## config.mk

```make
export PLATFORM = sky130hd
export DESIGN_NAME = ahdt_ctrl
export DESIGN_NICKNAME = d
export VERILOG_FILES = /design/src/ahdt_pkg.sv /design/src/ahdt_ctrl.sv
export SDC_FILE = /design/constraint.sdc
export NUM_CORES = 1
export LEC_CHECK = 0
export BUFFER_PORTS_ARGS = -buffer_cell sky130_fd_sc_hd__buf_2
export CAP_MARGIN = 20
export CORE_AREA = 2 2 39 41
export DETAILED_ROUTE_END_ITERATION = 10
export DIE_AREA = 0 0 41 43
export PLACE_DENSITY = 0.34
export SLEW_MARGIN = 20
export SYNTH_ARGS = -nofsm -noshare
export SYNTH_HDL_FRONTEND = slang
export SYNTH_SLANG_ARGS = --single-unit
```

## constraint.sdc

```tcl
create_clock -name clk -period 0.9 [get_ports clk]
set_input_delay 0.225 -clock clk [delete_from_list [all_inputs] [get_ports clk]]
set_output_delay 0.225 -clock clk [all_outputs]
set_load 0.05 [all_outputs]
```

## src/ahdt_pkg.sv

```systemverilog
`timescale 1ns / 1ps
// Shared types and constants of the access hazard dependency tracker.
// No dependencies; imported by the controller, datapath and top level.
package ahdt_pkg;

    localparam int RES_ID_W   = 8;
    localparam int RES_SPAN   = 2 ** RES_ID_W;
    localparam int USE_W      = 2;
    localparam int NODE_OUT_W = 16;
    localparam int BASE_W     = 32;
    localparam int COUNT_W    = 5;

    localparam logic [USE_W-1:0] USE_NONE  = 2'd0;
    localparam logic [USE_W-1:0] USE_READ  = 2'd1;
    localparam logic [USE_W-1:0] USE_WRITE = 2'd2;
    localparam logic [USE_W-1:0] USE_RW    = 2'd3;

    typedef enum logic [1:0] {
        ST_IDLE,
        ST_LOOKUP,
        ST_REPLAY
    } ctl_state_t;

    typedef struct packed {
        logic accept;   // capture input word, start table reads
        logic lookup;   // resolve dependency, load result register
        logic rp_step;  // one replay step of buffered table updates
        logic close;    // finish node: advance counter, clear buffers
    } ahdt_cmd_t;

    typedef struct packed {
        logic item_end;
        logic rp_done;
    } ahdt_stat_t;

endpackage

```

## src/ahdt_ctrl.sv

```systemverilog
`timescale 1ns / 1ps
// Control FSM of the tracker: handshakes and sequencing of the datapath.
// Depends on ahdt_pkg.
module ahdt_ctrl
    import ahdt_pkg::*;
(
    input  logic       clk,
    input  logic       rst_n,
    input  logic       in_valid,
    output logic       in_ready,
    output logic       out_valid,
    input  logic       out_ready,
    input  ahdt_stat_t stat,
    output ahdt_cmd_t  cmd
);

    ctl_state_t state_reg, state_next;
    logic       out_valid_reg, out_valid_next;
    logic       load_ok;

    // result register is free, or its word leaves this cycle
    assign load_ok = !out_valid_reg || out_ready;

    always_comb
    begin
        state_next = state_reg;
        case (state_reg)
            ST_IDLE:
            begin
                if (in_valid)
                    state_next = ST_LOOKUP;
            end
            ST_LOOKUP:
            begin
                if (load_ok)
                    state_next = stat.item_end ? ST_REPLAY : ST_IDLE;
            end
            ST_REPLAY:
            begin
                if (stat.rp_done)
                    state_next = ST_IDLE;
            end
            default:
                state_next = ST_IDLE;
        endcase
    end

    always_comb
    begin
        cmd      = '0;
        in_ready = 1'b0;
        case (state_reg)
            ST_IDLE:
            begin
                in_ready   = 1'b1;
                cmd.accept = in_valid;
            end
            ST_LOOKUP:
                cmd.lookup = load_ok;
            ST_REPLAY:
            begin
                cmd.rp_step = 1'b1;
                cmd.close   = stat.rp_done;
            end
            default:
                cmd = '0;
        endcase
    end

    always_comb
    begin
        out_valid_next = out_valid_reg;
        if (cmd.lookup)
            out_valid_next = 1'b1;
        else if (out_ready)
            out_valid_next = 1'b0;
    end

    always_ff @(posedge clk or negedge rst_n)
    begin
        if (!rst_n)
        begin
            state_reg     <= ST_IDLE;
            out_valid_reg <= 1'b0;
        end
        else
        begin
            state_reg     <= state_next;
            out_valid_reg <= out_valid_next;
        end
    end

    assign out_valid = out_valid_reg;

endmodule

```

# --- Word-level counts from Yosys, hierarchy flattened ---
# Index checks and enable logic that the tools add are counted.
word_totals:
  regBits: 3
  in_bits: 6
  out_inout_bits: 6
classes:
  eq_ne: 5
  n_mux: 11
  n_reduce_logical: 5
ops:
  columns: ["op", "count"]
  rows:
  - ["$mux 2", 5]
  - ["$ne 2x2->1 const B", 3]
  - ["$pmux 2 s3", 1]
  - ["$mux 1", 5]
  - ["$reduce_and 3->1", 1]
  - ["$eq 2x1->1 const B", 1]
  - ["$eq 2x2->1 const B", 1]
  - ["$logic_not 2->1", 1]
  - ["$reduce_bool 2->1", 1]
  - ["$logic_not 1->1", 1]
  - ["$logic_or 1x1->1", 1]

# --- Depth between registers and ports, before layout ---
# Gate-level depths: netlist of run 1.
logic_depth:
  depth_word: 4
  mapped_depth: 3

# --- Worst setup path after synthesis of run 1 ---
# No wires, ideal clock.
synth_path:
  path_kind: "register to output"
  startpoint: "reg state_reg[0]"
  endpoint: "out cmd[3] (netlist bit)"
  t_arrival_ns: 1.615
  setup_slack_ns: -0.940
  path_stages_with_launch: 3
  cell_sequence: "dfrtp_1 nor2_1 and2_1"
synth_lines:
  columns: ["element", "line", "text"]
  rows:
  - ["start, declared", "ahdt_ctrl.sv:17", "ctl_state_t state_reg, state_next;"]
  - ["start signal, assigned", "ahdt_ctrl.sv:88", "state_reg <= state_next;"]
  - ["end, declared", "ahdt_ctrl.sv:14", "output ahdt_cmd_t cmd"]

==> reports/summary.txt, run 1 <==
Pre-CTS WS - -0.361 ns
Met2 Use GR - 0.0906
Gr busiest metal - met4
# clock sinks - 3
Max-Cap Viols - 0
Crit-path cells - nand2b_4 -> inv_8 -> and2_4 -> buf_8
Crit path buf inv count - 2
Simple-gate share of the synthesized area - 0.355
Ys flop type - dfrtp_1
Routed Antenna Nets - 0
Clk_lat worst skew - 0.24 ns
Synthesized area - 173 µm²
Leak - 0.000213 µW
Largest family of logic cells by synthesized area - simple AND/OR/NAND/NOR gates
CP Launch Type - flop
Final min period - 1.37 ns
Finish-stage setup viols - 8
Post-synthesis mux area share - 0
DR vias/cell - 3.56
Max_slew headroom - 0.837
Req. time, crit path - 0.67 ns
Sequential share of the synthesized area - 0.435
CP peak stage delay - 0.42 ns
Outcome - finished, violations left
Final WL - 489 µm
Clock root cell - clkbuf_4
Crit-path slowest cell - dfrtp_2
Total track usage - 0.0734
List of most frequent post-synthesis cells - 4 x nand2b_1, 3 x dfrtp_1, 2 x nor2_1
Dpl cells - 50
HPWL after DPL - 397 µm
Initial Util - 0.125
Leading area contributor after synthesis - dfrtp_1
GR met3 Demand/Resource - 0.0157
Fin Hold WS - 0.263 ns
Worst vdd ir - 933 µV
Remaining routing DRC violations - 0
Largest net degree at the start of global routing - 6
Synth unique cells - 12
DR WL/cell - 8.58 µm
FFs w/ async S/R, synth - 1.00
Number of flip-flops in the largest register - 2
Syn Area/Cell - 9.59 µm²
Power Dens Cells - 4090 mW/mm²
Placer Congestion - 0.653
First-pass GRT wire length - 765 µm
Final Instance Count excl. Fillers - 57
Total grt overflow - 0
Share of cells above drive strength 1 - 0.829
Clock Pin Slew Worst Setup and Hold Paths - 0.04 ns
Min-delay worst type - input port to flop
Total power - 1810 µW
Highest clock rate - 0.733 GHz
Iter 0 DRT Violations - 0
Count of pins over their slew limit - 0
Setup CP Type - flop to primary output
Final nets - 48
Synth Warn # - 0
Die width - 41 µm
# fillers - 146
Crit. End Element - primary output
Most common cell in the netlist - nand2b_1
Slew @ Worst Pin - 0.246 ns
Cells after synthesis - 18
TritonCTS clock tree - built
Synth Area in Compound Gates - 0.123
Core ar. - 0.00138 mm²
Vias in the first global route - 214
XOR/XNOR Fraction of Synth Area - 0
WP data arrival - 1.14 ns
Period utilization - 1.52
Die Area - 0.00176 mm²
Antenna Diode Count - 0
H-tree depth - 1
Row Count - 14
CP top delay family - flip-flops
Clock Skew - 0.00591 ns
Post-synth top area share - 0.435
Io pins - 12
Antenna violations before repair - 0
Layout area overhead - 156%
CTS Buf Count - 3
Drt pass-1 iters - 1
RSZ-0062 raised after global routing - true
#FFs+latches synth - 3
M1 GR Usage - 0.0742
Fin. Hold Viols - 0
Post-synth EDFFs - 0
Crit path max fanout - 4
Via count - 203
Synthesized-area fraction occupied by adder cells - 0
Final WS setup - -0.465 ns
PortBufs - 11
Die height - 43 µm
Clock Path Buffers - 2
Top cells by area, synth - dfrtp_1 43%, nand2b_1 14%, o32ai_2 9.4%, and2_4 5.1%, buf_4 4.3%
Syn_nets - 24
Failing checks - negative setup slack
-- worst register-to-register path, stage by stage, from the launching register on --
cell and delay [ns]:
dfrtp_2 0.44, nand2b_4 0.17, buf_6 0.12, o32ai_2 0.19
-- power by group --
part | switching [µW] | internal [µW]
registers | 75.3 | 207
logic | 659 | 625
clock network | 72.5 | 166
-- final cells by class --
cell class | instances | area [µm²] | area share
sequential | 3 | 78.8 | 0.178
clock buffer | 4 | 26.3 | 0.0595
multi-input combinational | 12 | 123 | 0.278
timing repair buffer | 20 | 179 | 0.405
inverter | 2 | 15.0 | 0.0340
tap | 16 | 20.0 | 0.0453
-- per-layer routing --
layer | part of all wire | routed length [µm] | vias up
met4 | 0.082 | 40 | 0
li1 | - | - | 103
met1 | 0.35 | 169 | 85
met2 | 0.49 | 240 | 11
met3 | 0.078 | 38 | 4
met5 | 0 | 0 | -
-- layout by cell type, fill, tap and decap left out, types with 2 or more instances in the layout --
cell and count:
nand2b_4 2, buf_4 6, and2_4 2, buf_6 3
buf_2 6, clkbuf_4 3, nor2_4 2, nand2b_1 2
buf_8 4, dfrtp_2 3
-- final timing paths --
check                      cells past startpoint           end    startpoint  slack [ns]
setup / recovery                               4        cmd[0]  state_reg[0]       -0.47
hold / removal                                 3  state_reg[1]       stat[1]        0.26
setup reg to reg                               3  state_reg[1]  state_reg[1]       -0.12
hold reg to reg                                1  state_reg[0]  state_reg[1]        0.53
max in group asynchronous                      2  state_reg[0]         rst_n        0.45
min in group asynchronous                      2  state_reg[1]         rst_n        0.33
-- repair_timing --
item	CTS	global route
cloned	0	0
pin swaps	2	1
hold endpoints to repair	3	0
gates resized for setup	15	6
endpoints found under the setup margin	8	9
hold buffers	1	0
buffers inserted	1	2
-- logic make-up after synthesis --
kind of cell / Yosys count
AO/OA/AOI/OAI: 2
AND/OR/NAND/NOR: 10
buffers and inverters: 3
flip-flops: 3
-- through the flow --
step / area, µm² / TNS (ns) / util
2_1_floorplan: 213 / -1.01 / -
3_3_place_gp: 322 / -1.54 / 0.232
3_5_place_dp: 322 / -1.56 / 0.232
4_1_cts: 413 / -2.66 / 0.298
5_1_grt: 442 / -2.73 / 0.319
6_report: 442 / -2.39 / 0.319
Note: power is estimated with default switching activity, not from simulation.
==> run 2, diff against run 1 <==
PLACE_DENSITY = 0.33   (was 0.34)
clock period = 1.4 ns   (was 0.9 ns; I/O delays follow)
==> run 2 against run 1 <==
Net effect:
- the flow still finishes with violations (negative setup slack)
- register-to-register slack improved by 0.38 ns
- global-route usage down 0.60 points
- sequential share of layout area increased by 2.9 points
- sequential cell count unchanged
- clock power shrank 35%
- hold slack improved by 0.040 ns
- routed wire length is 6.5% lower
- utilization is 4.9 points lower
- critical path type unchanged
- critical endpoint is now cmd[3]
- highest routed layer is now met3
==> reports/summary.txt, run 2 (synthesized netlist as in run 1, its figures left out) <==
Combinational share of power - 0.675 (was 0.711)
Final nets - 43 (was 48)
TNS Setup - -0.199 ns (was -2.39 ns)
Antenna Diode Count - 0 (unchanged)
Outcome - finished, violations left (unchanged)
Finish-stage setup viols - 4 (was 8)
Clk_lat worst skew - 0.24 ns (about the same)
Die height - 43 µm (unchanged)
R2R depth - 4 (was 3)
Period utilization - 1.05
Vias in the first global route - 201 (was 214)
Drt pass-1 iters - 4 (was 1)
Area after DPL - 265 µm² (was 322 µm²)
Most common library cell in the layout ignoring fill and taps - buf_2
Highest clock rate - 0.681 GHz
Setup CP Type - flop to primary output (unchanged)
Final WS setup - -0.0690 ns (was -0.465 ns)
# fillers - 153 (was 146)
Number of flip-flops in the largest register - 2 (unchanged)
Io pins - 12 (unchanged)
Worst r2r dst - state_reg[1] (unchanged)
Leak - 0.000181 µW (was 0.000213 µW)
WP data arrival - 1.12 ns (was 1.14 ns)
Count of pins over their slew limit - 0 (unchanged)
Die Area - 0.00176 mm² (unchanged)
Max_slew headroom - 0.833 (was 0.837)
Total power - 1010 µW (was 1810 µW)
Final min period - 1.47 ns
DR WL/cell - 8.79 µm (was 8.58 µm)
First-pass GRT wire length - 731 µm (was 765 µm)
Worst vdd ir - 656 µV (was 933 µV)
RSZ-0062 raised after global routing - true (unchanged)
Crit-path slowest cell - dfrtp_1 (was dfrtp_2)
Die width - 41 µm (unchanged)
Clock Pin Slew Worst Setup and Hold Paths - 0.04 ns (about the same)
Layout area overhead - 117% (was 156%)
H-tree depth - 1 (unchanged)
Total grt overflow - 0 (unchanged)
Storage cell area - 77.6 µm² (was 78.8 µm²)
Failing checks - negative setup slack (unchanged)
Iter 0 DRT Violations - 7 (was 0)
Req. time, crit path - 1.05 ns (was 0.67 ns)
Worst R2R Start - state_reg[1] (unchanged)
Post-layout util - 0.270 (was 0.319)
P_sw - 489 µW (was 807 µW)
Worst reg-to-reg setup slack - 0.26 ns (was -0.12 ns)
Clock Skew - 0.00393 ns (was 0.00591 ns)
Crit-path cells - buf_6 -> nor2_4 -> and2_4 -> buf_8 (was nand2b_4 -> inv_8 -> and2_4 -> buf_8)
Reg power frac - 0.171 (was 0.156)
Antenna violations before repair - 0 (unchanged)
Largest net degree at the start of global routing - 5 (was 6)
Most frequent cells in the layout - 7 x buf_2, 3 x clkbuf_4, 3 x buf_4 (was 6 x buf_2, 6 x buf_4, 4 x buf_8)
Int Power - 525 µW (was 999 µW)
Clock Path Buffers - 2 (unchanged)
Clock root cell - clkbuf_4 (unchanged)
Row Count - 14 (unchanged)
Via count - 190 (was 203)
CTS Buf Count - 3 (unchanged)
PortBufs - 11 (unchanged)
Core ar. - 0.00138 mm² (unchanged)
Sw frac - 0.482 (was 0.447)
Final WL - 457 µm (was 489 µm)
Hold_sp - stat[0] (was stat[1])
CP peak stage delay - 0.39 ns (was 0.42 ns)
Pre-CTS WS - 0.0589 ns (was -0.361 ns)
Share of cells above drive strength 1 - 0.778 (was 0.829)
Power Dens Cells - 2710 mW/mm² (was 4090 mW/mm²)
Placer Congestion - 0.650 (was 0.653)
Clock share of power - 0.154 (was 0.132)
CP Launch Type - flop (unchanged)
Initial Util - 0.125 (unchanged)
Crit path max fanout - 4 (unchanged)
Final instance area - 374 µm² (was 442 µm²)
# clock sinks - 3 (unchanged)
Hold Path Depth - 2 (was 3)
Slew @ Worst Pin - 0.253 ns (was 0.246 ns)
TritonCTS clock tree - built (unchanged)
Crit. End Element - primary output (unchanged)
Max-Cap Viols - 0 (unchanged)
Fin. Hold Viols - 0 (unchanged)
Routed Antenna Nets - 0 (unchanged)
Hold Path End - state_reg[1] (unchanged)
Min-delay worst type - input port to flop (unchanged)
Remaining routing DRC violations - 0 (unchanged)
DR vias/cell - 3.65 (was 3.56)
Multi-input logic area - 123 µm² (unchanged)
Total track usage - 0.0673 (was 0.0734)
-- run 2: changes by cell type in the layout (fill, tap and decap cells not counted) --
cell | before | now
buf_4 | 6 | 3
buf_2 | 6 | 7
buf_8 | 4 | 2
dfrtp_2 | 3 | 2
inv_2 | 0 | 1
buf_6 | 3 | 2
inv_8 | 1 | 0
dfrtp_1 | 0 | 1
-- run 2: critical path, delay by kind of cell (launching register included) --
kind / cells / cell delay, ns
flops: 1 / 0.39
simple gates: 2 / 0.22
buf+inv: 2 / 0.27
-- run 2: how the worst max path moves through the flow --
stage                  from      to  slack, ns  cells past startpoint
6_report       state_reg[0]  cmd[3]      -0.07                      4
5_1_grt        state_reg[0]  cmd[3]      -0.11                      4
4_1_cts        state_reg[0]  cmd[3]      -0.08                      4
3_5_place_dp   state_reg[0]  cmd[3]       0.06                      4
3_3_place_gp   state_reg[0]  cmd[3]       0.06                      4
2_1_floorplan  state_reg[0]  cmd[0]      -0.04                      3
-- run 2: final cells by class --
cell class,count,share of cell area
Tap cell,16,0.0535
Inverter,2,0.0201
Clock buffer,4,0.0702
Sequential cell,3,0.207
Multi-Input combinational cell,12,0.328
Timing Repair Buffer,15,0.321
-- run 2: stage by stage --
| step | instances | hold slack (ns) |
|---|---|---|
| 4_1_cts | 51 | 0.298 |
| 3_3_place_gp | 46 | 0.147 |
| 5_1_grt | 52 | 0.310 |
| 2_1_floorplan | 18 | 0.0544 |
| 6_report | 52 | 0.303 |
| 3_5_place_dp | 46 | 0.149 |
-- run 2: timing repair --
action	CTS	global route
endpoints found under the hold margin	3	0
hold buffers	1	0
pin swaps	4	1
setup endpoints to repair	5	4
buffers inserted	0	1
gates resized for setup	17	1
-- run 2: metal layers --
metal  part of all wire  GRT usage
met5                  0          0
met4                  0     0.0600
met3              0.092     0.0471
met2               0.49     0.0938
met1               0.42     0.0613
-- run 2: power groups by stage --
stage / registers, µW / logic, µW / clock network, µW
after floorplan: 221 / 349 / 0
after global placement: 165 / 527 / 0
after detailed placement: 161 / 527 / 0
after CTS: 172 / 665 / 164
after global routing: 180 / 716 / 168
final: 173 / 684 / 156
